<file path="src/rtl/bfa_pkg.sv">
`default_nettype none
// ----------------------------------------------------------------------------
// bfa_pkg
// Shared types and constants for the bitmap frame allocator.
// ----------------------------------------------------------------------------
package bfa_pkg;

    localparam int MAX_FRAMES = 4096;
    localparam int WORD_BITS  = 32;
    localparam int BIT_W      = $clog2(WORD_BITS);
    localparam int MAP_WORDS  = (MAX_FRAMES + WORD_BITS - 1) / WORD_BITS;
    localparam int WORD_AW    = $clog2(MAP_WORDS);
    localparam int WCNT_W     = WORD_AW + 1;
    localparam int FRAME_W    = 12;
    localparam int CFG_W      = 13;
    localparam int GRP_SIZE   = 8;
    localparam int SEL_W      = $clog2(GRP_SIZE);
    localparam int GRP_N      = MAP_WORDS / GRP_SIZE;
    localparam int GRP_W      = WORD_AW - SEL_W;

    localparam logic [CFG_W-1:0] ACTIVE_RESET = CFG_W'(4096);

    localparam logic [1:0] OP_ALLOC = 2'd0;
    localparam logic [1:0] OP_FREE  = 2'd1;
    localparam logic [1:0] OP_TEST  = 2'd2;
    localparam logic [1:0] OP_RSVD  = 2'd3;

    localparam logic [1:0] ST_DONE = 2'd0;
    localparam logic [1:0] ST_SKIP = 2'd1;
    localparam logic [1:0] ST_FULL = 2'd2;

    typedef struct packed {
        logic [1:0]         op;
        logic [FRAME_W-1:0] current_frame;
        logic               kernel_page;
        logic               writable;
    } t_req;

    typedef struct packed {
        logic [FRAME_W-1:0] frame_out;
        logic               present_bit;
        logic               rw_bit;
        logic               user_bit;
        logic [1:0]         status;
        logic               in_use;
    } t_rsp;

    typedef struct packed {
        logic               vld;
        logic [WORD_AW-1:0] word;
        logic               full;
    } t_full_upd;

    typedef enum logic [1:0] {
        S_IDLE,
        S_WORD,
        S_MODIFY,
        S_DONE
    } t_state;

endpackage
`default_nettype wire

</file>
<file path="src/rtl/bfa_map_ram.sv">
`default_nettype none
// ----------------------------------------------------------------------------
// bfa_map_ram
// Used/free bitmap storage: one 32-bit word per row, registered read,
// per-row valid bits so rows never written read as all free.
// ----------------------------------------------------------------------------
module bfa_map_ram (
    input  wire logic                          i_clk,
    input  wire logic                          i_rst_n,
    input  wire logic                          i_rd_en,
    input  wire logic [bfa_pkg::WORD_AW-1:0]   i_rd_addr,
    input  wire logic                          i_wr_en,
    input  wire logic [bfa_pkg::WORD_AW-1:0]   i_wr_addr,
    input  wire logic [bfa_pkg::WORD_BITS-1:0] i_wr_data,
    output logic      [bfa_pkg::WORD_BITS-1:0] o_rd_data
);

    logic [bfa_pkg::WORD_BITS-1:0] mem [bfa_pkg::MAP_WORDS];
    logic [bfa_pkg::WORD_BITS-1:0] r_rd_data;
    logic [bfa_pkg::MAP_WORDS-1:0] r_vld;
    logic                          r_rd_vld;

    always_ff @(posedge i_clk) begin
        if (i_wr_en) begin
            mem[i_wr_addr] <= i_wr_data;
        end
        if (i_rd_en) begin
            r_rd_data <= mem[i_rd_addr];
        end
    end

    always_ff @(posedge i_clk) begin
        if (!i_rst_n) begin
            r_vld    <= '0;
            r_rd_vld <= 1'b0;
        end else begin
            if (i_wr_en) begin
                r_vld[i_wr_addr] <= 1'b1;
            end
            if (i_rd_en) begin
                r_rd_vld <= r_vld[i_rd_addr];
            end
        end
    end

    assign o_rd_data = r_rd_vld ? r_rd_data : '0;

    a_no_same_row_rw: assert property (@(posedge i_clk) disable iff (!i_rst_n)
        i_rd_en && i_wr_en |-> i_rd_addr != i_wr_addr)
        else $error("read and write of one row in one cycle");

    a_unwritten_reads_free: assert property (@(posedge i_clk) disable iff (!i_rst_n)
        i_rd_en && !r_vld[i_rd_addr] |=> o_rd_data == '0)
        else $error("unwritten row did not read as free");

    a_write_marks_row: assert property (@(posedge i_clk) disable iff (!i_rst_n)
        i_wr_en |=> r_vld[$past(i_wr_addr)])
        else $error("row valid bit not set after write");

endmodule
`default_nettype wire

</file>
<file path="config.mk">
export PLATFORM = sky130hd
export DESIGN_NAME = bfa_map_ram
export DESIGN_NICKNAME = d
export VERILOG_FILES = /design/src/rtl/bfa_pkg.sv /design/src/rtl/bfa_map_ram.sv
export SDC_FILE = /design/constraint.sdc
export NUM_CORES = 2
export LEC_CHECK = 0
export BUFFER_PORTS_ARGS = -buffer_cell sky130_fd_sc_hd__buf_2
export CAP_MARGIN = 20
export CORE_MARGIN = 10
export CORE_UTILIZATION = 35
export CTS_CLUSTER_DIAMETER = 100
export DETAILED_ROUTE_END_ITERATION = 10
export GPL_TIMING_DRIVEN = 0
export SLEW_MARGIN = 10
export SYNTH_ARGS = -nofsm -noshare
export SYNTH_HDL_FRONTEND = slang
export SYNTH_SLANG_ARGS = --single-unit
</file>
<file path="constraint.sdc">
create_clock -name i_clk -period 8.8 [get_ports i_clk]
set_input_delay 0.88 -clock i_clk [delete_from_list [all_inputs] [get_ports i_clk]]
set_output_delay 0.88 -clock i_clk [all_outputs]
set_load 0.1 [all_outputs]
</file>
# == Yosys cells after proc, flatten, opt, wreduce, memory -nomap -nowiden ==
# Memory sizes are Yosys's and may differ from the RTL's. A register that Yosys moved wholly into a read port is not among the register bits.
# Cells that the tools add are included.
# word_totals
register_bits,129
ram_bits,4096
input_bits,50
out_inout_bits,32
mem_count,1
# memory_table
memory,depth,word_bits,rd,rd_clocked_by_memory_dff,write_ports,line,source
mem,128,32,1,1,1,bfa_map_ram.sv:18,logic [bfa_pkg::WORD_BITS-1:0] mem [bfa_pkg::MAP_WORDS];
# classes
n_lt_le_gt_ge,3
mux,7
n_bitwise,1
reduce_logical,1
# op_table
cell,count
$or 128x128->128,1
$mux 32,1
$lt 7x8->1 const B,2
$bmux 1 s7,1
$demux 1 s7,1
$ge 7x1->1 const B,1
$mux 1,4
$logic_and 1x1->1,1

# == Longest topological paths before layout ==
# depth
word_depth,5
mapped_depth,11

# == Worst setup path before layout ==
# No wires, ideal clock.
# synth_timing
path_kind,input -> register
startpoint,in i_wr_addr[3] (netlist name)
endpoint,"mem mem[103][0] (netlist name), enable pin"
arrival_ps,3299
slack_ps,5079
path_stages,4
path_buffers,2
path_cell_list,clkbuf_1 > or4b_2 > clkbuf_1 > nor2_1
# synth_lines
item,line,source
from (decl),bfa_map_ram.sv:13,"input wire logic [bfa_pkg::WORD_AW-1:0] i_wr_addr,"
to (decl),bfa_map_ram.sv:18,
# No word-level cell before the write port.

==> results.cfg <==
[outcome]
status = finished clean

[timing]
setup_viol = 0
fin_skew_ns = 0.0750
rsz0062_at_grt = no
whs_ns = 0.352
fin_crit_ns = 4.58
hold_viol = 0
worst-slew-pin-transition_ns = 1.22
fmax_mhz = 218
period_share = 0.520
tns_ns = 0
finalMaxSlewViolations = 0
slew-limit-headroom = 0.189

[clock_tree]
htreeDepth = 5
insertion_delay_ns = 0.98
cts_setup_buffers = 0
clock_path_buffers = 4
hold_buffers = 0
clk_pin_slew_worst_paths_ns = 0.06
cts.repair.resized = 0
cts_sinks = 4257
cts_made_buffers = 419
clock-root-buffer = clkbuf_16
tritoncts = done

[power_and_ir_drop]
power_density_mw_per_mm2 = 223
p_sw_frac = 0.216
ir_drop_mv = 0.172
pwr-share-comb = 0.057
netSwitchingPower_mw = 9.12
p_int_mw = 33.0
p_seq_frac = 0.530
p_clk_frac = 0.413
power.leakage_nw = 57.7

[hold_path]
min_path_type = input pin to flip-flop

[worst_setup_path]
cp_data_required_time_ns = 9.35
crit_path_max_fanout = 10
critPathLaunchType = input pin
worst-setup-path-type = input pin to flip-flop
critPathCaptureType = flip-flop
worstPathArrival_ns = 5.13

[cells_and_area]
drive_above_1_share = 0.333
nets = 7242
register_area_mm2 = 0.127
fillers = 39200
final_cell_area_mm2 = 0.189
area_delta_synth_final_pct = 17.1
multi_input_comb_area_mm2 = 0.0345

[global_route]
grt_max_degree = 101
grt_pass1_wl_um = 612000
groute.layer.met2.usage = 0.287
antenna_found_initial = 86
grt_busiest_layer = met2
grt_pass1_vias = 76200
gr-total-overflow = 0
met3_usage = 0.0504
use_met1 = 0.232
grt_use_total = 0.177

[detailed_routing]
viasPerCell = 5.47
drcViolationCount = 0
detail_route.wl_per_cell_um = 32.3
first_pass_iters = 8
drtIter0Drc = 10600
drtAntennaViolNets = 0
totalWireLength_um = 444000
num_vias = 75100

[place]
finalWeightedCongestion = 0.903
dp_hpwl_um = 318000
place_area_mm2 = 0.176
port_buffers = 74

[logic_synthesis]
synth_warnings = 0
ys_seq_area_frac = 0.783
synthArstFlopShare = 0
ys.flop_type = edfxtp_1
ys_ff_latch = 4257
syn_area_mm2 = 0.162
synth.avg_cell_area_um2 = 25.0
synth_fp_nets = 6515
synth-edff-count = 4128
syn_inst = 6465
yosysUniqueCellTypes = 35

[floorplanning]
dieArea_mm2 = 0.489
die_width_um = 699
core_area_mm2 = 0.460
die_h_um = 699
start_util = 0.351
std_cell_rows = 249
pin_count = 82

[run]
maxCapViolations = 0
-- cell usage in the layout, fill, tap and decap left out, drive strengths merged, types with 2 or more instances in the layout --
| cell | n |
|---|---|
| mux4 | 1375 |
| o211ai | 2 |
| clkinvlp | 15 |
| nand2b | 2 |
| nor2 | 135 |
| o21a | 128 |
| a31oi | 2 |
| diode | 34 |
| buf | 458 |
| nor2b | 5 |
| clkinv | 178 |
| nor4 | 2 |
| and2 | 32 |
| mux2 | 6 |
| edfxtp | 4128 |
| clkbuf | 729 |
| o21ai | 3 |
| nand3 | 12 |
| bufinv | 30 |
| nand2 | 115 |
| nand4b | 5 |
| nand4 | 5 |
| nand3b | 5 |
| inv | 18 |
| dfxtp | 129 |
| or3b | 2 |
| o22ai | 2 |
| mux2i | 3 |
| nor3 | 4 |
-- flip-flops by register name, indices dropped and copies added, names as in the netlist --
register / count
r_rd_vld: 1
r_vld: 128
mem: 4096
r_rd_data: 32
-- per-layer routing --
layer,vias to the layer above,part of all wire
li1,29700,-
met1,40900,0.38
met2,3725,0.48
met3,744,0.10
met4,36,0.036
met5,-,0.00050
-- critical path: stages --
cell and delay, ns:
buf_2 0.13, buf_6 0.23, buf_2 0.84, buf_2 0.81
mux4_2 0.60, mux4_2 0.64, mux4_2 0.50, nand2_1 0.08
nand2_1 0.33
-- cells by family after synthesis --
logic type | Yosys count | synth area share
AO/OA/AOI/OAI | 141 | 0.00651
buffers and inverters | 356 | 0.00898
flip-flops | 4257 | 0.783
multiplexers | 1384 | 0.192
AND/OR/NAND/NOR | 327 | 0.00884
-- cell usage after synthesis (all sizes together) (4+ instances only) --
cell | count | share of area
clkbuf | 198 | 0.0046
edfxtp | 4128 | 0.77
nand4b | 5 | 0.00027
nor3 | 4 | 0.00012
buf | 152 | 0.0042
mux2 | 6 | 0.00042
dfxtp | 129 | 0.016
inv | 6 | 0.00014
nand4 | 5 | 0.00019
nand3b | 5 | 0.00023
mux4 | 1375 | 0.19
nor2 | 135 | 0.0031
and2 | 32 | 0.0012
nand2 | 115 | 0.0027
nor2b | 5 | 0.00019
o21a | 128 | 0.0059
nand3 | 12 | 0.00037
-- final cells by class --
class | instances | share of cell area
diodes | 34 | 0.000450
plain buffers | 350 | 0.00776
clock buffers | 531 | 0.0593
clock inverters | 235 | 0.0107
inverters | 6 | 0.000119
multi-input cells | 1852 | 0.182
flip-flops and latches | 4257 | 0.669
well taps | 6149 | 0.0407
repair buffers | 306 | 0.0300
-- power by group through the flow --
stage	registers, mW	logic, mW	clock network, mW
after floorplan	22.8	1.15	0
after detailed placement	22.8	2.39	0
after CTS	22.3	2.40	17.7
after global placement	22.8	2.23	0
after global routing	22.3	2.50	18.5
final	22.3	2.42	17.4
-- per-stage QoR --
stage                     setup slack, ns  power (mW)   util  instances
final                                4.22        42.2  0.412      13700
after global routing                 4.19        43.3  0.411      13700
after CTS                            4.42        42.4  0.411      13700
after detailed placement             3.42        25.2  0.382      12900
after global placement               1.86        25.0  0.369      12700
after floorplan                      5.08        23.9      -       6465
-- final timing paths --
kind | from | to | slack, ns | depth (start not counted)
max reg2reg | mem[99][7] | r_rd_data[7] | 5.84 | 5
max | i_rd_addr[0] | r_rd_data[0] | 4.22 | 9
min | i_wr_data[13] | mem[27][13] | 0.35 | 1
min reg2reg | r_vld[6] | r_vld[6] | 0.46 | 1
Note: power is estimated with default switching activity, not from simulation.
