### src/rtl/bfa_pkg.sv
`default_nettype none
// ----------------------------------------------------------------------------
// bfa_pkg
// Shared types and constants for the bitmap frame allocator.
// ----------------------------------------------------------------------------
package bfa_pkg;

    localparam int MAX_FRAMES = 4096;
    localparam int WORD_BITS  = 32;
    localparam int BIT_W      = $clog2(WORD_BITS);
    localparam int MAP_WORDS  = (MAX_FRAMES + WORD_BITS - 1) / WORD_BITS;
    localparam int WORD_AW    = $clog2(MAP_WORDS);
    localparam int WCNT_W     = WORD_AW + 1;
    localparam int FRAME_W    = 12;
    localparam int CFG_W      = 13;
    localparam int GRP_SIZE   = 8;
    localparam int SEL_W      = $clog2(GRP_SIZE);
    localparam int GRP_N      = MAP_WORDS / GRP_SIZE;
    localparam int GRP_W      = WORD_AW - SEL_W;

    localparam logic [CFG_W-1:0] ACTIVE_RESET = CFG_W'(4096);

    localparam logic [1:0] OP_ALLOC = 2'd0;
    localparam logic [1:0] OP_FREE  = 2'd1;
    localparam logic [1:0] OP_TEST  = 2'd2;
    localparam logic [1:0] OP_RSVD  = 2'd3;

    localparam logic [1:0] ST_DONE = 2'd0;
    localparam logic [1:0] ST_SKIP = 2'd1;
    localparam logic [1:0] ST_FULL = 2'd2;

    typedef struct packed {
        logic [1:0]         op;
        logic [FRAME_W-1:0] current_frame;
        logic               kernel_page;
        logic               writable;
    } t_req;

    typedef struct packed {
        logic [FRAME_W-1:0] frame_out;
        logic               present_bit;
        logic               rw_bit;
        logic               user_bit;
        logic [1:0]         status;
        logic               in_use;
    } t_rsp;

    typedef struct packed {
        logic               vld;
        logic [WORD_AW-1:0] word;
        logic               full;
    } t_full_upd;

    typedef enum logic [1:0] {
        S_IDLE,
        S_WORD,
        S_MODIFY,
        S_DONE
    } t_state;

endpackage
`default_nettype wire

### src/rtl/bfa_ctrl.sv
`default_nettype none
// ----------------------------------------------------------------------------
// bfa_ctrl
// Request sequencer: read-modify-write of bitmap words, result build and
// output register.
// ----------------------------------------------------------------------------
module bfa_ctrl (
    input  wire logic                          i_clk,
    input  wire logic                          i_rst_n,
    input  wire logic                          i_cfg_we,
    input  wire logic [bfa_pkg::CFG_W-1:0]     i_cfg_data,
    input  wire logic                          i_req_valid,
    input  wire bfa_pkg::t_req                 i_req,
    output logic                               o_req_stall,
    output logic                               o_rsp_valid,
    output bfa_pkg::t_rsp                      o_rsp,
    input  wire logic                          i_rsp_stall,
    output logic                               o_rd_en,
    output logic      [bfa_pkg::WORD_AW-1:0]   o_rd_addr,
    output logic                               o_wr_en,
    output logic      [bfa_pkg::WORD_AW-1:0]   o_wr_addr,
    output logic      [bfa_pkg::WORD_BITS-1:0] o_wr_data,
    input  wire logic [bfa_pkg::WORD_BITS-1:0] i_rd_data,
    output bfa_pkg::t_full_upd                 o_upd,
    output logic      [bfa_pkg::WCNT_W-1:0]    o_words,
    input  wire logic                          i_hit,
    input  wire logic [bfa_pkg::WORD_AW-1:0]   i_word
);

    bfa_pkg::t_state               r_state, n_state;
    logic [bfa_pkg::CFG_W-1:0]     r_active;
    logic [1:0]                    r_op;
    logic [bfa_pkg::FRAME_W-1:0]   r_cur;
    logic                          r_kern;
    logic                          r_wr;
    logic [bfa_pkg::WORD_AW-1:0]   r_word;
    bfa_pkg::t_rsp                 r_res, n_res;
    bfa_pkg::t_rsp                 r_out;
    logic                          r_out_valid, n_out_valid;
    logic                          accept;
    logic                          res_ld;
    logic                          out_ld;
    logic [bfa_pkg::BIT_W-1:0]     zbit;
    logic [bfa_pkg::BIT_W-1:0]     cbit;

    assign accept = i_req_valid && !o_req_stall;
    assign out_ld = (r_state == bfa_pkg::S_DONE) && (!r_out_valid || !i_rsp_stall);
    assign cbit   = r_cur[bfa_pkg::BIT_W-1:0];

    assign o_words = (r_active >= bfa_pkg::CFG_W'(bfa_pkg::MAX_FRAMES))
        ? bfa_pkg::WCNT_W'(bfa_pkg::MAP_WORDS)
        : bfa_pkg::WCNT_W'(r_active >> bfa_pkg::BIT_W);

    always_comb begin
        zbit = '0;
        for (int b = bfa_pkg::WORD_BITS - 1; b >= 0; b--) begin
            if (!i_rd_data[b]) begin
                zbit = bfa_pkg::BIT_W'(b);
            end
        end
    end

    // next state
    always_comb begin
        n_state = r_state;
        unique case (r_state)
            bfa_pkg::S_IDLE: begin
                if (accept) begin
                    if (i_req.op == bfa_pkg::OP_ALLOC && i_req.current_frame == '0) begin
                        n_state = bfa_pkg::S_WORD;
                    end else if ((i_req.op == bfa_pkg::OP_FREE
                                  && i_req.current_frame != '0)
                                 || i_req.op == bfa_pkg::OP_TEST) begin
                        n_state = bfa_pkg::S_MODIFY;
                    end else begin
                        n_state = bfa_pkg::S_DONE;
                    end
                end
            end
            bfa_pkg::S_WORD: begin
                n_state = i_hit ? bfa_pkg::S_MODIFY : bfa_pkg::S_DONE;
            end
            bfa_pkg::S_MODIFY: begin
                n_state = bfa_pkg::S_DONE;
            end
            bfa_pkg::S_DONE: begin
                if (out_ld) begin
                    n_state = bfa_pkg::S_IDLE;
                end
            end
            default: n_state = bfa_pkg::S_IDLE;
        endcase
    end

    // outputs
    always_comb begin
        o_rd_en     = 1'b0;
        o_rd_addr   = '0;
        o_wr_en     = 1'b0;
        o_wr_addr   = r_word;
        o_wr_data   = i_rd_data;
        o_upd       = '0;
        res_ld      = 1'b0;
        n_res       = '0;
        o_req_stall = (r_state != bfa_pkg::S_IDLE);
        unique case (r_state)
            bfa_pkg::S_IDLE: begin
                o_rd_addr = i_req.current_frame[bfa_pkg::FRAME_W-1:bfa_pkg::BIT_W];
                if (accept) begin
                    res_ld = 1'b1;
                    n_res.frame_out = i_req.current_frame;
                    n_res.status    = bfa_pkg::ST_SKIP;
                    case (i_req.op)
                        bfa_pkg::OP_FREE: begin
                            o_rd_en = (i_req.current_frame != '0);
                            n_res.frame_out = '0;
                        end
                        bfa_pkg::OP_TEST: begin
                            o_rd_en = 1'b1;
                        end
                        default: ;
                    endcase
                end
            end
            bfa_pkg::S_WORD: begin
                o_rd_addr = i_word;
                o_rd_en   = i_hit;
                if (!i_hit) begin
                    res_ld       = 1'b1;
                    n_res.status = bfa_pkg::ST_FULL;
                end
            end
            bfa_pkg::S_MODIFY: begin
                res_ld       = 1'b1;
                n_res.status = bfa_pkg::ST_DONE;
                case (r_op)
                    bfa_pkg::OP_ALLOC: begin
                        o_wr_en = 1'b1;
                        o_wr_data = i_rd_data
                            | (bfa_pkg::WORD_BITS'(1) << zbit);
                        n_res.frame_out   = {r_word, zbit};
                        n_res.present_bit = 1'b1;
                        n_res.rw_bit      = r_wr;
                        n_res.user_bit    = !r_kern;
                    end
                    bfa_pkg::OP_FREE: begin
                        o_wr_en = 1'b1;
                        o_wr_data = i_rd_data
                            & ~(bfa_pkg::WORD_BITS'(1) << cbit);
                    end
                    default: begin
                        n_res.frame_out = r_cur;
                        n_res.in_use    = i_rd_data[cbit];
                    end
                endcase
                o_upd.vld  = o_wr_en;
                o_upd.word = r_word;
                o_upd.full = &o_wr_data;
            end
            bfa_pkg::S_DONE: ;
            default: ;
        endcase
    end

    always_comb begin
        n_out_valid = r_out_valid;
        if (out_ld) begin
            n_out_valid = 1'b1;
        end else if (!i_rsp_stall) begin
            n_out_valid = 1'b0;
        end
    end

    always_ff @(posedge i_clk) begin
        if (!i_rst_n) begin
            r_state     <= bfa_pkg::S_IDLE;
            r_active    <= bfa_pkg::ACTIVE_RESET;
            r_out_valid <= 1'b0;
        end else begin
            r_state     <= n_state;
            r_out_valid <= n_out_valid;
            if (i_cfg_we) begin
                r_active <= i_cfg_data;
            end
        end
    end

    always_ff @(posedge i_clk) begin
        if (accept) begin
            r_op   <= i_req.op;
            r_cur  <= i_req.current_frame;
            r_kern <= i_req.kernel_page;
            r_wr   <= i_req.writable;
            r_word <= i_req.current_frame[bfa_pkg::FRAME_W-1:bfa_pkg::BIT_W];
        end else if (r_state == bfa_pkg::S_WORD) begin
            r_word <= i_word;
        end
        if (res_ld) begin
            r_res <= n_res;
        end
        if (out_ld) begin
            r_out <= r_res;
        end
    end

    assign o_rsp_valid = r_out_valid;
    assign o_rsp       = r_out;

    a_read_then_modify: assert property (@(posedge i_clk) disable iff (!i_rst_n)
        o_rd_en |=> r_state == bfa_pkg::S_MODIFY)
        else $error("bitmap read not followed by update");

    a_write_in_modify: assert property (@(posedge i_clk) disable iff (!i_rst_n)
        o_wr_en |-> r_state == bfa_pkg::S_MODIFY && r_op != bfa_pkg::OP_TEST)
        else $error("bitmap write outside update step");

    a_present_means_done: assert property (@(posedge i_clk) disable iff (!i_rst_n)
        r_state == bfa_pkg::S_DONE && r_res.present_bit |-> r_res.status == bfa_pkg::ST_DONE)
        else $error("allocation result with bad status");

    a_alloc_bit_was_free: assert property (@(posedge i_clk) disable iff (!i_rst_n)
        r_state == bfa_pkg::S_MODIFY && r_op == bfa_pkg::OP_ALLOC |-> !(&i_rd_data))
        else $error("allocation hit a full word");

endmodule
`default_nettype wire

### config.mk
export PLATFORM = sky130hd
export DESIGN_NAME = bfa_ctrl
export DESIGN_NICKNAME = d
export VERILOG_FILES = /design/src/rtl/bfa_pkg.sv /design/src/rtl/bfa_ctrl.sv
export SDC_FILE = /design/constraint.sdc
export NUM_CORES = 1
export LEC_CHECK = 0
export ABC_CLOCK_PERIOD_IN_PS = 3900
export BUFFER_PORTS_ARGS = -buffer_cell sky130_fd_sc_hd__buf_4
export CORE_MARGIN = 2
export CORE_UTILIZATION = 50
export DETAILED_ROUTE_END_ITERATION = 6
export PLACE_DENSITY_LB_ADDON = 0.25
export SYNTH_ARGS = -nofsm -noshare
export SYNTH_HDL_FRONTEND = slang
export SYNTH_SLANG_ARGS = --single-unit
### constraint.sdc
create_clock -name i_clk -period 3.9 [get_ports i_clk]
set_clock_uncertainty 0.1 [all_clocks]
set_input_delay 0.78 -clock i_clk [delete_from_list [all_inputs] [get_ports i_clk]]
set_output_delay 0.78 -clock i_clk [all_outputs]
set_load 0.005 [all_outputs]
* Word-level counts from Yosys, hierarchy flattened
Index checks and enable logic that the tools add are counted.
W data, S select, Z words.
** Word-level totals
- Bits in registers :: 75
- Input port bits :: 74
- Output and inout port bits :: 85
- Word-level logic and storage cells :: 125
** Operators by class
- Magnitude comparators :: 2
- Eq/ne operators :: 9
- Shift operators :: 2
- Mux-type cells :: 66
- Bitwise logic cells :: 4
- Reductions and logical operators :: 22
** Operators by type and width (number)
- $mux W5 :: 32
- $mux W32 :: 2
- $pmux W32 S2 :: 1
- $shl A1 B5 Y32 const A :: 2
- $pmux W12 S2 :: 2
- $and A32 B32 Y32 :: 1
- $not A32 Y32 :: 1
- $or A32 B32 Y32 :: 1
- $reduce_and A32 Y1 :: 1
- $mux W12 :: 2
- $mux W7 :: 2
- $pmux W7 S2 :: 1
- $ge A13 B13 Y1 const B :: 1
- $logic_not A12 Y1 :: 1
- $reduce_bool A12 Y1 :: 1
- $mux W1 :: 11
- $mux W9 :: 1
- $mux W2 :: 4
- $mux W8 :: 1
- $pmux W2 S4 :: 1
- $eq A2 B1 Y1 const B :: 3
- $eq A2 B2 Y1 const B :: 3
- $logic_not A2 Y1 :: 3
- $lt A5 B6 Y1 const B :: 1
- 15 further kinds :: 26

* Depth between registers and ports, before layout
- Depth after elaboration :: 38
- Mapped depth :: 11
- Gate-level depth less buffers :: 10

* Worst setup path before layout
Ideal clock, no wire load.
- Path kind :: input-to-output
- From :: input i_rd_data[24] (netlist name)
- To :: output o_upd[0] (netlist name)
- Arrival time :: 2905 ps
- Data required time :: 3020 ps
- Setup slack :: 115 ps
- Cell stages on the path :: 11
- Path through :: and4_1 > a211oi_2 > o31ai_1 > and2_1 > buf_6 > or2_1 > clkbuf_2 > nand2b_4 > a221o_1 > or4_1 > nor2_1
** RTL lines
- start: declaration :: RTL line bfa_ctrl.sv:23 : input wire logic [bfa_pkg::WORD_BITS-1:0] i_rd_data,
- end: declaration :: RTL line bfa_ctrl.sv:24 : output bfa_pkg::t_full_upd o_upd,

==> flow_metrics.py <==
metrics = {
    "run_status": {
        "run_status": "finished with violations",
        "violations": "design-rule violations, negative setup slack",
    },
    "power": {
        "p_total_w": 0.00345,
        "power_density_nw_per_um2": 463,
        "cellLeakagePower_nw": 3.10,
        "vdd_drop_max_mv": 0.493,
    },
    "synth": {
        "ys.warnings.count": 0,
        "synth_top_cell_area_share_pct": 36.5,
        "synth_nets": 594,
        "ys_ff_latch": 70,
        "ys_seq_area_share_pct": 41.1,
        "syn_area_per_cell_um2": 9.46,
        "syn_inst": 513,
        "synthesis.area_um2": 4850,
        "ys_async_sr_fraction_pct": 0,
        "synth_ff_type": "edfxtp_1",
        "yosysTopAreaCell": "edfxtp_1",
        "ys_types": 66,
        "synth_edf_count": 59,
        "yosys-top-cells-area": "edfxtp_1 (37%), o21ai_0 (6.7%), dfxtp_1 (4.5%), nand2_1 (4.1%), mux4_2 (3.7%)",
    },
    "global_routing": {
        "grt_pass1_vias": 5368,
        "track_usage_pct": 36.4,
        "antenna_found_initial": 0,
        "overflow": 0,
        "grt_max_degree": 35,
        "grt_pass1_wl_mm": 28.7,
    },
    "critical_path": {
        "worstSetupEndpointType": "output port",
        "worstPathArrival_ps": 3280,
        "required_ps": 3020,
        "timing.rr.start": "r_state[1]",
        "start_kind": "input pin",
        "worstSetupPathType": "in -> out",
        "ff2ff_setup_slack_ps": 1220,
        "cp_max_fo": 7,
        "r2r_cells": 8,
        "r2r_end": "r_res[11]",
    },
    "final_layout": {
        "multi_input_area_um2": 2980,
        "num_antenna_cells": 0,
        "drive_above_1_share_pct": 47.7,
        "layout.nets": 844,
        "layout.area.seq_um2": 1990,
        "areaGrowthSynthToFinish_pct": 53.6,
        "nFillCells": 617,
    },
    "floorplanning": {
        "io_pins": 159,
        "dieArea_um2": 10500,
        "initial_core_util_pct": 52.0,
        "rows": 35,
        "die_height_um": 102,
        "die_w_um": 102,
        "core_um2": 9330,
    },
    "drt": {
        "detail-route-antenna-nets": 0,
        "remaining_drc_errors": 17,
        "vias": 5806,
        "vias_per_cell": 6.47,
        "drtPass1Iterations": 7,
        "drtIter0Drc": 713,
        "routed_wirelength_mm": 20.5,
        "avgRoutedWirePerCell_um": 22.8,
    },
    "clock_network": {
        "clock_sinks": 70,
        "clock_latency_ps": 370,
        "cts_htree_levels": 3,
        "ctsRootBufferMaster": "clkbuf_8",
        "cts_tree": "built",
        "cts_buffer_depth": 2,
        "cts_buffers": 9,
        "clk_pin_slew_ps": 80,
    },
    "sta": {
        "min_period_ps": 4160,
        "hold_violations": 0,
        "setup_viol": 2,
        "fmax_ghz": 0.240,
        "worst_pin_slew_ps": 1120,
        "timing.setup.tns_ps": -298,
        "maxSlewHeadroom_pct": 24.8,
        "slew_viol_final": 0,
        "finalCritPeriodShare_pct": 107,
        "rsz0062_at_grt": "yes",
        "setup_slack_ps": -262,
    },
    "place": {
        "place.gp.congestion": 1.03,
        "hpwl_mm": 14.8,
        "io_buffers": 153,
    },
    "hold_path": {
        "hp-class": "reg -> reg",
        "hold_start": "r_res[10]",
        "min_to": "o_rsp[10]",
        "holdPathStages": 0,
    },
    "job": {
        "drv_cap": 0,
    },
}
[through the flow]
step	instance area (µm²)	cells	util, %	setup slack (ps)	hold WS [ps]
5_1_grt	7450	897	79.9	-281	333
6_report	7450	897	79.9	-262	321
3_3_place_gp	6830	872	73.3	-287	302
3_5_place_dp	6830	872	73.3	-315	306
2_1_floorplan	4850	513	-	115	300
4_1_cts	7310	895	78.3	-54.3	321
[synthesized netlist by cell type, drive strengths merged, types with 13 or more instances]
library cell and number:
o21ai 65, edfxtp 59, nand2 53, nor2 30, nor2b 19, clkbuf 18
inv 17, o31ai 17, nand3 16, a21oi 14, and2 14, mux2 14
nand2b 13, nand4 13
[report_power, final]
group          internal, W  switching [W]  total (W)
combinational     0.000728       0.000881    0.00161
clock             0.000242       0.000318   0.000560
sequential         0.00115       0.000127    0.00128
total              0.00212        0.00133    0.00345
[area by class of cell]
class / count / area share [%]
clock inverter: 7 / 0.823
timing repair buffer: 264 / 27.8
clock buffer: 9 / 1.66
inverter: 17 / 0.856
tap: 129 / 2.17
sequential: 70 / 26.7
multi-input combinational: 401 / 39.9
[repair_timing]
item	in CTS	in global routing
hold endpoints to repair	0	0
endpoints found under the setup margin	1	1
hold buffers	0	0
resized for setup	56	28
setup buffers	7	2
pin swaps	29	26
[cells in the final DEF (no fill, tap or decap), types with 3 or more instances in the layout]
cell type,instances
and2_1,11
and2_4,3
nand2b_1,9
nand2b_4,4
o31ai_2,5
inv_1,17
nand3_1,15
mux4_2,8
nand4_1,12
buf_4,247
or3_1,4
mux2_2,14
o21ai_1,3
a22oi_1,10
nor2_2,3
or2_4,3
o31ai_1,7
o21a_1,3
a21oi_1,12
inv_6,3
o211ai_1,3
nor2_1,27
clkbuf_8,9
buf_6,11
buf_8,5
dfxtp_1,11
nor4_1,4
edfxtp_1,59
nor2b_1,19
o21ai_0,62
a22o_1,7
nand2_1,50
ha_1,7
mux2i_1,9
o31ai_4,5
nor3_1,6
a31oi_1,5
or2_2,8
[sequential cells by signal, summed over array words and instances (netlist names)]
| signal | count |
|---|---|
| r_res | 18 |
| o_rsp_valid | 1 |
| r_cur | 12 |
| r_active | 8 |
| r_state | 2 |
| r_wr | 1 |
| o_wr_addr | 7 |
| o_rsp | 18 |
| r_op | 2 |
| r_kern | 1 |
[worst max-delay path: stages]
cell and delay (ps):
buf_8 100, nand4_1 190, a211oi_2 360, o31ai_2 110
and2_4 210, nand2b_4 150, a311o_1 290, a221o_1 350
or4_4 500, nor2_2 120, buf_4 110
[metal layers]
layer	global-route usage (%)	part of all wire, %	up-vias	routed length, µm
met2	54.8	45	521	9150
li1	-	-	2452	-
met5	0	0	-	0
met4	11.9	4.2	0	860
met3	11.0	14	114	2800
met1	50.4	37	2719	7640
[logic make-up (layout without fill, tap and decap cells)]
kind of cell    count (synthesis)  after routing  share of synthesized area, %
flops                          70             70                          41.1
buf+inv                        42            297                          3.59
fa+ha+maj                       7              7                          1.81
mux                            33             33                          9.90
compound gates                157            157                          21.2
simple gates                  203            203                          22.3
xor+xnor                        1              1                         0.181
[worst max-delay path by stage]
stage / startpoint / to / slack [ps] / depth (start not counted)
after floorplan: i_rd_data[24] / o_upd[0] / 110 / 11
after global routing: i_rd_data[29] / o_upd[0] / -280 / 12
after detailed placement: i_rd_data[15] / o_upd[0] / -320 / 10
final: i_rd_data[29] / o_upd[0] / -260 / 11
after CTS: i_rd_data[30] / o_upd[0] / -50 / 13
after global placement: i_rd_data[15] / o_upd[0] / -290 / 10
Note: power is estimated with default switching activity, not from simulation.
