`src/rtl/bfa_pkg.sv`:
```
`default_nettype none
// ----------------------------------------------------------------------------
// bfa_pkg
// Shared types and constants for the bitmap frame allocator.
// ----------------------------------------------------------------------------
package bfa_pkg;

    localparam int MAX_FRAMES = 4096;
    localparam int WORD_BITS  = 32;
    localparam int BIT_W      = $clog2(WORD_BITS);
    localparam int MAP_WORDS  = (MAX_FRAMES + WORD_BITS - 1) / WORD_BITS;
    localparam int WORD_AW    = $clog2(MAP_WORDS);
    localparam int WCNT_W     = WORD_AW + 1;
    localparam int FRAME_W    = 12;
    localparam int CFG_W      = 13;
    localparam int GRP_SIZE   = 8;
    localparam int SEL_W      = $clog2(GRP_SIZE);
    localparam int GRP_N      = MAP_WORDS / GRP_SIZE;
    localparam int GRP_W      = WORD_AW - SEL_W;

    localparam logic [CFG_W-1:0] ACTIVE_RESET = CFG_W'(4096);

    localparam logic [1:0] OP_ALLOC = 2'd0;
    localparam logic [1:0] OP_FREE  = 2'd1;
    localparam logic [1:0] OP_TEST  = 2'd2;
    localparam logic [1:0] OP_RSVD  = 2'd3;

    localparam logic [1:0] ST_DONE = 2'd0;
    localparam logic [1:0] ST_SKIP = 2'd1;
    localparam logic [1:0] ST_FULL = 2'd2;

    typedef struct packed {
        logic [1:0]         op;
        logic [FRAME_W-1:0] current_frame;
        logic               kernel_page;
        logic               writable;
    } t_req;

    typedef struct packed {
        logic [FRAME_W-1:0] frame_out;
        logic               present_bit;
        logic               rw_bit;
        logic               user_bit;
        logic [1:0]         status;
        logic               in_use;
    } t_rsp;

    typedef struct packed {
        logic               vld;
        logic [WORD_AW-1:0] word;
        logic               full;
    } t_full_upd;

    typedef enum logic [1:0] {
        S_IDLE,
        S_WORD,
        S_MODIFY,
        S_DONE
    } t_state;

endpackage
`default_nettype wire

```
`src/rtl/bfa_free_find.sv`:
```
`default_nettype none
// ----------------------------------------------------------------------------
// bfa_free_find
// Word summary (one full flag per bitmap word) and a two-level search for
// the lowest word with a free frame: group of 8 words, then word in group.
// ----------------------------------------------------------------------------
module bfa_free_find (
    input  wire logic                        i_clk,
    input  wire logic                        i_rst_n,
    input  wire bfa_pkg::t_full_upd          i_upd,
    input  wire logic [bfa_pkg::WCNT_W-1:0]  i_words,
    output logic                             o_hit,
    output logic      [bfa_pkg::WORD_AW-1:0] o_word
);

    logic [bfa_pkg::MAP_WORDS-1:0] r_full;
    logic [bfa_pkg::MAP_WORDS-1:0] avail;
    logic [bfa_pkg::GRP_N-1:0]     grp_any;
    logic [bfa_pkg::GRP_W-1:0]     grp_sel;
    logic                          grp_hit;
    logic [bfa_pkg::GRP_W-1:0]     r_grp;
    logic                          r_hit;
    logic [bfa_pkg::GRP_SIZE-1:0]  sub;
    logic [bfa_pkg::SEL_W-1:0]     sel;

    always_comb begin
        for (int w = 0; w < bfa_pkg::MAP_WORDS; w++) begin
            avail[w] = !r_full[w] && (bfa_pkg::WCNT_W'(w) < i_words);
        end
        for (int g = 0; g < bfa_pkg::GRP_N; g++) begin
            grp_any[g] = |avail[g*bfa_pkg::GRP_SIZE +: bfa_pkg::GRP_SIZE];
        end
    end

    always_comb begin
        grp_sel = '0;
        grp_hit = 1'b0;
        for (int g = bfa_pkg::GRP_N - 1; g >= 0; g--) begin
            if (grp_any[g]) begin
                grp_sel = bfa_pkg::GRP_W'(g);
                grp_hit = 1'b1;
            end
        end
    end

    always_ff @(posedge i_clk) begin
        if (!i_rst_n) begin
            r_full <= '0;
            r_hit  <= 1'b0;
        end else begin
            if (i_upd.vld) begin
                r_full[i_upd.word] <= i_upd.full;
            end
            r_hit <= grp_hit;
        end
    end

    always_ff @(posedge i_clk) begin
        r_grp <= grp_sel;
    end

    always_comb begin
        sub = avail[{r_grp, {bfa_pkg::SEL_W{1'b0}}} +: bfa_pkg::GRP_SIZE];
        sel = '0;
        for (int j = bfa_pkg::GRP_SIZE - 1; j >= 0; j--) begin
            if (sub[j]) begin
                sel = bfa_pkg::SEL_W'(j);
            end
        end
    end

    assign o_hit  = r_hit;
    assign o_word = {r_grp, sel};

    a_full_tracks_write: assert property (@(posedge i_clk) disable iff (!i_rst_n)
        i_upd.vld |=> r_full[$past(i_upd.word)] == $past(i_upd.full))
        else $error("word summary not updated");

    a_hit_has_group: assert property (@(posedge i_clk) disable iff (!i_rst_n)
        grp_hit |-> grp_any[grp_sel])
        else $error("selected group has no free word");

    a_no_hit_all_full: assert property (@(posedge i_clk) disable iff (!i_rst_n)
        !grp_hit |-> avail == '0)
        else $error("free word missed by search");

endmodule
`default_nettype wire

```
`config.mk`:
```
export PLATFORM = sky130hd
export DESIGN_NAME = bfa_free_find
export DESIGN_NICKNAME = d
export VERILOG_FILES = /design/src/rtl/bfa_pkg.sv /design/src/rtl/bfa_free_find.sv
export SDC_FILE = /design/constraint.sdc
export NUM_CORES = 1
export LEC_CHECK = 0
export ABC_AREA = 1
export BUFFER_PORTS_ARGS = -buffer_cell sky130_fd_sc_hd__buf_2
export CAP_MARGIN = 10
export CORE_ASPECT_RATIO = 1.75
export CORE_MARGIN = 2
export CORE_UTILIZATION = 32
export CTS_CLUSTER_SIZE = 16
export DETAILED_ROUTE_END_ITERATION = 8
export GPL_ROUTABILITY_DRIVEN = 0
export PLACE_DENSITY = 0.58
export REMOVE_ABC_BUFFERS = 1
export SYNTH_ARGS = -nofsm -noshare
export SYNTH_HDL_FRONTEND = slang
export SYNTH_SLANG_ARGS = --single-unit
```
`constraint.sdc`:
```
create_clock -name i_clk -period 1.9 [get_ports i_clk]
set_clock_uncertainty 0.2 [all_clocks]
set_input_delay 0 -clock i_clk [delete_from_list [all_inputs] [get_ports i_clk]]
set_output_delay 0 -clock i_clk [all_outputs]
set_load 0.01 [all_outputs]
```
# Yosys cells after proc, flatten, opt, wreduce, memory -nomap -nowiden
# Cells that the tools add are included.
[word_totals]
register_bits = 133
word_cells = 455
input_bits = 19
[classes]
muxes = 42
reduce_logical = 276
magnitude_cmp = 130
shifts = 1
[ops]
columns = ["op", "n"]
rows = [
  ["$lt A7 B8 Y1 const A", 64],
  ["$lt A6 B8 Y1 const A", 32],
  ["$logic_and A1 B1 Y1", 129],
  ["$bwmux W128", 1],
  ["$logic_not A1 Y1", 128],
  ["$lt A5 B8 Y1 const A", 16],
  ["$reduce_or A8 Y1", 16],
  ["$shiftx A128 B8 Y8", 1],
  ["$lt A4 B8 Y1 const A", 8],
  ["$reduce_or A64 Y1", 1],
  ["$mux W3", 12],
  ["$lt A3 B8 Y1 const A", 4],
  ["$mux W4", 8],
  ["$reduce_or A32 Y1", 1],
  ["$mux W1", 18],
  ["$lt A1 B8 Y1 const A", 2],
  ["$lt A2 B8 Y1 const A", 2],
  ["$reduce_or A16 Y1", 1],
  ["$lt A7 B8 Y1 const B", 1],
  ["$demux W1 S7", 1],
  ["$ge A7 B1 Y1 const B", 1],
  ["$mux W2", 2],
]

# Depth between registers and ports, before layout
# Gate-level depths: netlist of the first run.
[logic_depth]
word_depth = 19
ltp_mapped = 24
depth_no_buf = 22

# Worst setup path after synthesis of the first run
# Ideal clock, no wire load.
[synth_timing]
path_type = "register to output"
startpoint = "reg r_grp[0] (netlist name)"
endpoint = "out o_word[1] (netlist name)"
required_ps = 1700
arrival_ps = 1995
stages_incl_launch_ff = 12
setup_slack_ps = -295
cell_sequence = "dfxtp_1 buf_2 clkinv_1 clkbuf_1 buf_1 nand2_1 a32o_1 o21ai_0 o21ai_0 inv_1 nand2_1 a21oi_1"
[synth_between]
elab_chain_cells = 9
[synth_lines]
columns = ["element", "line", "text"]
rows = [
  ["start, declared", "bfa_free_find.sv:21", "logic [bfa_pkg::GRP_W-1:0] r_grp;"],
  ["start signal, assigned", "bfa_free_find.sv:59", "r_grp <= grp_sel;"],
  ["$shiftx A128 B8 Y8 *", "bfa_free_find.sv:63", "sub = avail[{r_grp, {bfa_pkg::SEL_W{1'b0}}} +: bfa_pkg::GRP_SIZE];"],
  ["$mux W3 (7 in series)", "bfa_free_find.sv:66", "if (sub[j]) begin"],
  ["$mux W3 *", "bfa_free_find.sv:66", ""],
  ["end, declared", "bfa_free_find.sv:13", "output logic [bfa_pkg::WORD_AW-1:0] o_word"],
]
# Every way passes the cells marked *; elsewhere a longest branch is shown, timed or not.

# Worst setup path in the final report of the first run
# Ends and elaborated chain as after synthesis.

==> out/qor.txt, run 1 <==
# diodes = 0
global-route wire length before repair = 60900 um
final global-route overflow total = 0
drt drc = 0
fraction of layout cells with a size suffix above 1 = 26.1%
Fmax = 386 MHz
Die Y = 219 um
top sig layer = met5
row count = 78
CP endpoint kind = primary output
register area share after synthesis = 31.6%
Setup TNS = -2330 ps
largest family of logic cells by synthesized area = simple AND/OR/NAND/NOR gates
multiplexer share of the synthesized area = 0%
Final Hold Viols = 0
worst slew pin tran = 831 ps
failing checks = negative setup slack
Worst EP arrival = 2390 ps
post-DP HPWL = 30300 um
Placed Cells = 1820
H-tree depth = 4
Synth Area in XOR/XNOR = 0%
cts bufs inserted = 17
layout net count = 1564
clock root buffer = clkbuf_16
vias in the first global route = 10400
met1 WL = 14800 um
RSZ-0062 raised after global routing = true
pin count of the biggest net entering global routing = 51
Routed WL = 40800 um
clock sink count = 133
Die ar. = 27700 um^2
Period minus WS final = 2590 ps
area delta synth->final = 38.4%
final total power = 7.62 mW
Worst Path Required = 1700 ps
Post-synth ARST share = 0%
I/O pin total = 27
Critical-path top delay cell = dfxtp_4
Avg Vias per Cell = 5.86
GR Util All Layers = 29.0%
kind of critical path = flip-flop to primary output
top cells by area, synth = dfxtp_1 (32%), a21oi_1 (11%), o21ai_0 (11%), nand2_1 (8.3%), nor2_1 (7.2%)
Setup WS post-layout = -691 ps
Synth Area in Simple Gates = 33.1%
Yosys Warn Count = 0
Clk pin slew, worst setup/hold paths = 60 ps
Worst setup SP type = flip-flop
Max-Cap Viols = 0
final period utilization = 136%
initial core utilization = 32.5%
CP max stage delay = 380 ps
chip width = 127 um
Mean Syn Cell Area = 6.23 um^2
Vias = 11000
Post-Synthesis Cells = 1351
Netlist Area Pre-Place = 8420 um^2
core region area = 25900 um^2
Yosys top cell area share = 31.6%
final-report setup violation count = 7
Pleak = 4.63 nW
initial DRC count = 1169
antenna-violating nets left = 0
routed length on met2 = 19100 um
Port-buffer cells = 26
Hold WC Path Type = input port to flip-flop
Multi-input gate area = 5350 um^2
wire per inst = 21.7 um
fillers = 2584
pins over their slew limit = 0
FF+latch count, synth = 133
Main synth FF type = dfxtp_1
FF+latch area = 2690 um^2
metal3 WL = 3160 um
pwr/cell area = 654 nW/um^2
Util after Layout = 45.0%
adder-cell share of the synthesized area = 0%
Post-synth EDFFs = 0
Clk Latency, worst-skew pair = 450 ps
post-synth top area cell = dfxtp_1
Worst slew margin = 44.5%
drt pass-1 iters = 6
CTS tree = built
peak supply drop = 592 uV
cells along the critical path = clkinv_4, buf_12, buf_8, buf_6, nand2_1, o211ai_1, o211ai_1, o31ai_1, inv_1, o21ai_2, inv_1, nand2_2, a21oi_2, buf_2
Cell Count, Final, Fillers Out = 1878
Clock Tree Buf Depth = 2
initial antenna violation count = 1
Synth Area in Compound Gates = 26.5%
status = finished with violations
worst-path fanout max = 6
Yosys cell types = 45
[synth_stat cells (4+ instances only)]
| cell | instances |
|---|---|
| nand2_1 | 187 |
| a21oi_1 | 177 |
| o21ai_0 | 177 |
| nor2_1 | 162 |
| dfxtp_1 | 133 |
| nand3_1 | 120 |
| nor3_1 | 101 |
| inv_1 | 96 |
| clkbuf_1 | 64 |
| nand4_1 | 12 |
| o211ai_1 | 12 |
| a31oi_1 | 11 |
| a211oi_1 | 10 |
| buf_2 | 9 |
| o21bai_1 | 7 |
| inv_2 | 5 |
| nand2_2 | 5 |
| nor2_2 | 5 |
| nor2_4 | 5 |
| nor4_1 | 5 |
| or2_2 | 4 |
[cells in the final DEF, fill, tap and decap left out, types with 4 or more instances in the layout]
| cell | synthesis | routed |
|---|---|---|
| clkbuf_16 | 0 | 18 |
| inv_1 | 96 | 90 |
| dfxtp_1 | 133 | 117 |
| nor2_2 | 5 | 17 |
| nand2_4 | 2 | 8 |
| buf_12 | 0 | 15 |
| o21ai_0 | 177 | 150 |
| bufinv_16 | 0 | 4 |
| clkinv_4 | 0 | 4 |
| buf_4 | 3 | 199 |
| nand3_1 | 120 | 117 |
| nor4_2 | 3 | 6 |
| nand2_1 | 187 | 166 |
| o21bai_1 | 7 | 6 |
| nand4_1 | 12 | 12 |
| o21ai_2 | 0 | 6 |
| inv_2 | 5 | 8 |
| o21ai_1 | 3 | 24 |
| buf_2 | 9 | 22 |
| nor2_4 | 5 | 8 |
| nor2_1 | 162 | 147 |
| nand2_2 | 5 | 19 |
| nor3_1 | 101 | 100 |
| buf_6 | 3 | 10 |
| a211oi_1 | 10 | 9 |
| o211ai_1 | 12 | 12 |
| a21oi_1 | 177 | 169 |
| dfxtp_2 | 0 | 15 |
| a21oi_2 | 1 | 7 |
| a31oi_1 | 11 | 10 |
[through the flow]
step           hold WS (ps)  setup slack [ps]  area (um^2)
2_1_floorplan         -33.3             -2260         8070
3_5_place_dp            206              -789        10300
6_report               1.02              -691        11600
3_3_place_gp            208              -776        10300
4_1_cts                1.71              -685        11200
5_1_grt                73.9              -861        11600
[report_power, final]
part / switching, mW / leakage [nW] / internal [mW]
Clock: 1.43 / 0.311 / 2.22
Combinational: 0.757 / 3.24 / 0.411
Sequential: 0.00650 / 1.08 / 2.80
Total: 2.20 / 4.63 / 5.42
[layout make-up]
cell class                 instances  area share (%)
clock inverter                    14            1.71
sequential                       133            23.1
tap                              320            3.44
timing repair inverter             1          0.0645
inverter                         104            3.46
multi-input combinational       1033            45.9
clock buffer                      18            3.68
timing repair buffer             255            18.7
[per-layer routing]
metal | vias up | track usage (%)
met5 | - | 0
met4 | 2 | 22.5
met3 | 197 | 4.68
met2 | 660 | 48.2
met1 | 5095 | 32.9
li1 | 5050 | -
[kinds of logic (layout without fill, tap and decap cells)]
group | after synthesis | after routing
buffers and inverters | 185 | 392
AO/OA/AOI/OAI | 415 | 415
flip-flops | 133 | 133
AND/OR/NAND/NOR | 618 | 618
[critical path, delay by kind of cell, from the launching register on]
family	cells	cell delay, ps
AOI/OAI and AO/OA	5	620
buffers and inverters	7	790
DFF	1	380
and+or+nand+nor	2	140
[sequential cells by signal, summed over array words and instances, names as in the netlist]
name / cells
r_grp: 4
r_full: 128
o_hit: 1
[worst paths after layout]
kind	from	to	slack, ps	cells past startpoint
setup / recovery	r_grp[0]	o_word[1]	-690	14
hold / removal	i_upd[6]	r_full[7]	1	7
setup reg to reg	r_full[119]	r_grp[0]	-190	21
hold reg to reg	r_full[67]	r_full[67]	280	2
[repair_timing]
action | in CTS | in global routing
setup buffers | 4 | 17
resized for setup | 60 | 103
endpoints found under the setup margin | 8 | 8
pin swaps | 25 | 30
gates cloned | 2 | 2
hold buffers | 2 | 0
endpoints found under the hold margin | 84 | 0
(Power assumes the default switching activity.)
==> run 2, diff against run 1 <==
--- a/config.mk
+++ b/config.mk
@@ -15,6 +15,7 @@
 export DETAILED_ROUTE_END_ITERATION = 8
 export GPL_ROUTABILITY_DRIVEN = 0
 export PLACE_DENSITY = 0.58
+export RECOVER_POWER = 100
 export REMOVE_ABC_BUFFERS = 1
 export SYNTH_ARGS = -nofsm -noshare
 export SYNTH_HDL_FRONTEND = slang
==> run 2 against run 1 <==
Compared with the run above: the run still ends with negative setup slack left; non-clock buffer count is the same; core utilization shrank 0.11 points; sequential power is essentially flat; clock-buffer cell count is the same; global-route usage is the same; worst hold slack gained 4.6 ps; highest routed layer unchanged.
==> out/qor.txt, run 2 (synthesis results as in run 1) <==
Vias = 11000
M1 GR Usage = 32.9%
Reg2Reg Setup Slack = -190 ps
antenna-violating nets left = 0
cts bufs inserted = 17
pwr/cell area = 655 nW/um^2
Max-Cap Viols = 0
# diodes = 0
global-route wire length before repair = 60900 um
max reg flops = 128
wire per inst = 21.8 um
Worst slew margin = 39.8%
I/O pin total = 27
global routing met3 resource utilization = 4.68%
CP endpoint kind = primary output
core region area = 25900 um^2
Hold WC Path Type = input port to flip-flop
final total power = 7.61 mW
Util after Layout = 44.9%
Die ar. = 27700 um^2
vias in the first global route = 10400
M2 GR Usage = 48.2%
Worst setup SP type = flip-flop
Die Y = 219 um
Clk pin slew, worst setup/hold paths = 60 ps
commonest non-fill, non-tap cells in the layout = buf_4 (198), a21oi_1 (169), nand2_1 (166)
chip width = 127 um
worst slack, placed = -789 ps
RSZ-0062 raised after global routing = true
Period minus WS final = 2590 ps
Pleak = 4.62 nW
kind of critical path = flip-flop to primary output
busiest layer in global routing = met2
Worst Path Required = 1700 ps
Final Hold Viols = 0
fillers = 2590
initial antenna violation count = 1
Avg Vias per Cell = 5.86
fraction of layout cells with a size suffix above 1 = 26.1%
status = finished with violations
clock sink count = 133
initial core utilization = 32.5%
Cell Count, Final, Fillers Out = 1878
Routed WL = 40900 um
final global-route overflow total = 0
CTS tree = built
pins over their slew limit = 0
layout net count = 1564
final period utilization = 136%
Clk Latency, worst-skew pair = 440 ps
drt drc = 0
worst slew pin tran = 903 ps
H-tree depth = 4
area delta synth->final = 38.1%
most common cell after layout, fill and taps aside = buf_4
row count = 78
Setup WS post-layout = -688 ps
GR Util All Layers = 29.0%
peak supply drop = 589 uV
Placed Cells = 1820
initial DRC count = 1168
final-report setup violation count = 7
failing checks = negative setup slack
drt pass-1 iters = 6
Fmax = 386 MHz
Port-buffer cells = 26
post-DP HPWL = 30300 um
pin count of the biggest net entering global routing = 51
Worst EP arrival = 2390 ps
largest register by flop count = r_full
Clock Tree Buf Depth = 2
clock root buffer = clkbuf_16
worst-path fanout max = 6
run 2: cell types whose count changed in the layout (fill, tap and decap cells not counted):
cell / previous run / this run
buf_12: 15 / 13
buf_2: 22 / 21
buf_4: 199 / 198
buf_6: 10 / 11
clkbuf_1: 1 / 2
clkbuf_2: 0 / 2
run 2: stage by stage:
stage / instance area (um^2) / setup TNS (ps) / hold slack [ps]
floorplan: 8070 / -62050 / -33.3
global route: 11600 / -3420 / 73.9
detailed placement: 10300 / -5610 / 206
global placement: 10300 / -5700 / 208
CTS: 11200 / -2010 / 1.71
finish: 11600 / -2330 / 5.63
run 2: worst max-delay path, cell delays in order, from the launching register on:
cell	delay, ps
dfxtp_4	380
clkinv_4	80
buf_12	150
buf_8	120
buf_6	120
nand2_1	70
o211ai_1	170
o211ai_1	150
o31ai_1	110
inv_1	100
o21ai_2	70
inv_1	80
nand2_2	70
a21oi_2	120
buf_2	140
run 2: where the power goes:
part	switching, mW	internal [mW]	total [mW]
logic	0.756	0.404	1.16
clock network	1.43	2.22	3.65
registers	0.00661	2.80	2.80
total	2.20	5.41	7.61
run 2: path summary, 6_finish.rpt:
path / cells past startpoint / from / end
hold reg to reg: 2 / r_full[75] / r_full[75]
hold / removal: 7 / i_upd[6] / r_full[7]
setup / recovery: 14 / r_grp[0] / o_word[1]
setup reg to reg: 21 / r_full[119] / r_grp[0]
run 2: routing by layer:
metal	up-vias	wire length, um
met5	-	18
met4	2	3620
li1	5047	-
met1	5139	15000
met3	191	2930
met2	628	19300
run 2: area by class of cell:
type                            instances  area, um^2  area share [%]
Sequential cell                       133        2690            23.1
Clock inverter                         14         199            1.71
Clock buffer                           18         429            3.69
Multi-Input combinational cell       1033        5350            46.0
Inverter                              104         403            3.47
Timing Repair inverter                  1        7.51          0.0646
Timing Repair Buffer                  255        2150            18.5
Tap cell                              320         400            3.45
run 2: repair_timing:
action | CTS | global route
setup endpoints to repair | 8 | 8
pin swaps | 25 | 30
setup buffers | 4 | 17
hold buffers | 2 | 0
hold endpoints to repair | 84 | 0
cloned | 2 | 2
resized for setup | 60 | 103
==> run 3, diff against run 2 <==
--- a/config.mk
+++ b/config.mk
@@ -5,7 +5,7 @@
 export SDC_FILE = /design/constraint.sdc
 export NUM_CORES = 1
 export LEC_CHECK = 0
-export ABC_AREA = 1
+export ABC_AREA = 0
 export BUFFER_PORTS_ARGS = -buffer_cell sky130_fd_sc_hd__buf_2
 export CAP_MARGIN = 10
 export CORE_ASPECT_RATIO = 1.75
==> run 3 against run 2 <==
Compared with the run above: the flow still finishes with violations (negative setup slack); global-route usage increased by 3.9 points; core utilization increased by 1.6 points; worst setup slack got worse by 450 ps; total power increased by 0.37%; via count increased by 11%; sequential share of layout area decreased by 2.9 points; combinational power increased by 9%; first-iteration DRC count increased by 35%.
==> out/qor.txt, run 3 <==
Routed WL = 50400 um
row count = 82
Max-Cap Viols = 0
GR Util All Layers = 33.0%
Yosys Warn Count = 0
Final Hold Viols = 0
Clk Latency, worst-skew pair = 440 ps
Mean Syn Cell Area = 7.47 um^2
Pleak = 4.73 nW
drt pass-1 iters = 9
global-route wire length before repair = 74100 um
Worst slew margin = 27.5%
Port-buffer cells = 26
clock root buffer = clkbuf_16
max reg flops = 128
Die Y = 228 um
initial core utilization = 32.3%
vias in the first global route = 11600
final total power = 7.64 mW
peak supply drop = 581 uV
Post-Synthesis Cells = 1227
Placed Cells = 1874
pin count of the biggest net entering global routing = 72
core region area = 28400 um^2
CTS tree = built
CP endpoint kind = primary output
Yosys cell types = 87
Setup TNS = -5850 ps
kind of critical path = flip-flop to primary output
R2R Path Start = r_full[120]
cts bufs inserted = 17
Worst Hold Launch = i_upd[1]
layout net count = 1541
status = finished with violations
post-synth top area cell = dfxtp_1
worst hold endpoint = r_full[50]
Clock Tree Buf Depth = 2
Yosys top cell area share = 29.0%
largest register by flop count = r_full
final period utilization = 160%
initial antenna violation count = 1
Vias = 12200
register area share after synthesis = 29.0%
Setup WS post-layout = -1130 ps
Period minus WS final = 3030 ps
top cells by area, synth = dfxtp_1 (29%), a21boi_0 (11%), nand3_1 (8.7%), o21ai_0 (8.3%), a21oi_1 (5.5%)
most frequent cell after synthesis = nand3_1
wire per inst = 26.3 um
worst slew pin tran = 1090 ps
drt drc = 0
Worst Path Required = 1700 ps
FF-to-FF End = r_grp[2]
failing checks = negative setup slack
Cell Count, Final, Fillers Out = 1914
Post-synth EDFFs = 0
hold depth = 5
H-tree depth = 4
Post-synth ARST share = 0%
chip width = 132 um
final global-route overflow total = 0
Main synth FF type = dfxtp_1
Avg Vias per Cell = 6.37
R2R cell count = 10
Die ar. = 30100 um^2
antenna-violating nets left = 0
clock sink count = 133
I/O pin total = 27
commonest non-fill, non-tap cells in the layout = buf_4 (334), nand3_1 (156), o21ai_0 (147)
most common cell after layout, fill and taps aside = buf_4
Hold WC Path Type = input port to flip-flop
RSZ-0062 raised after global routing = true
final-report setup violation count = 13
Clk pin slew, worst setup/hold paths = 70 ps
Synth top cells by count = nand3_1 (159), o21ai_0 (152), dfxtp_1 (133)
FF+latch count, synth = 133
pins over their slew limit = 0
fraction of layout cells with a size suffix above 1 = 33.4%
initial DRC count = 1571
worst-path fanout max = 8
pwr/cell area = 578 nW/um^2
area delta synth->final = 44.1%
Worst EP arrival = 2830 ps
Reg2Reg Setup Slack = -570 ps
Fmax = 330 MHz
Netlist Area Pre-Place = 9170 um^2
Worst setup SP type = flip-flop
post-DP HPWL = 37000 um
run 3: final cells by class:
class,instances,area (um^2)
fillers,2806,15200
multi-input cells,973,6460
repair buffers,382,2920
flip-flops and latches,133,2670
well taps,378,473
clock buffers,20,447
clock inverters,12,178
inverters,15,61.3
diodes,1,2.50
run 3: worst max path at each step:
stage | from | endpoint | slack [ps] | depth (start not counted)
final | r_grp[0] | o_word[0] | -1130 | 11
after global routing | r_grp[0] | o_word[0] | -1170 | 11
after CTS | r_grp[1] | o_word[0] | -1020 | 10
after detailed placement | i_words[5] | r_grp[0] | -1020 | 11
after global placement | i_words[5] | r_grp[0] | -980 | 11
after floorplan | r_grp[0] | o_word[1] | -2210 | 8
run 3: layer usage:
layer | GRT usage, % | up-vias | share of wire (%)
li1 | - | 5264 | -
met1 | 35.3 | 5765 | 34
met2 | 54.9 | 858 | 47
met3 | 6.62 | 306 | 8.0
met4 | 28.7 | 0 | 11
met5 | 0 | - | 0
run 3: power breakdown:
group	switching (mW)	internal, mW
combinational	0.785	0.480
sequential	0.00662	2.79
clock	1.34	2.23
run 3: through the flow:
step / hold slack (ps) / util, % / setup slack, ps / area (um^2)
2_1_floorplan: -82.5 / - / -2210 / 8660
3_3_place_gp: 153 / 42.2 / -981 / 12000
3_5_place_dp: 161 / 42.2 / -1020 / 12000
4_1_cts: 43.8 / 45.7 / -1020 / 13000
5_1_grt: 108 / 46.5 / -1170 / 13200
6_report: 66.2 / 46.5 / -1130 / 13200
run 3: logic make-up after synthesis:
logic type | count (synthesis) | share of synthesized area, %
flops | 133 | 29.0
fa+ha+maj | 1 | 0.109
mux | 21 | 2.47
buf+inv | 121 | 6.21
compound gates | 542 | 38.8
simple gates | 409 | 23.3
run 3: timing repair:
action                                  4_1_cts  5_1_grt
resized for setup                            80       50
pin swaps                                    22       19
endpoints found under the setup margin        8        9
hold buffers                                  3        0
cloned                                        0        0
endpoints found under the hold margin       129        0
setup buffers                                 4        3
run 3: critical path: stages, from the launching register on:
cell and delay [ps]:
dfxtp_4 420, inv_4 60, buf_12 140, buf_4 150, a21oi_1 120, a21oi_1 100, buf_4 140, o221ai_1 510
and4_1 400, nand2_1 80, o211a_1 140, buf_2 140
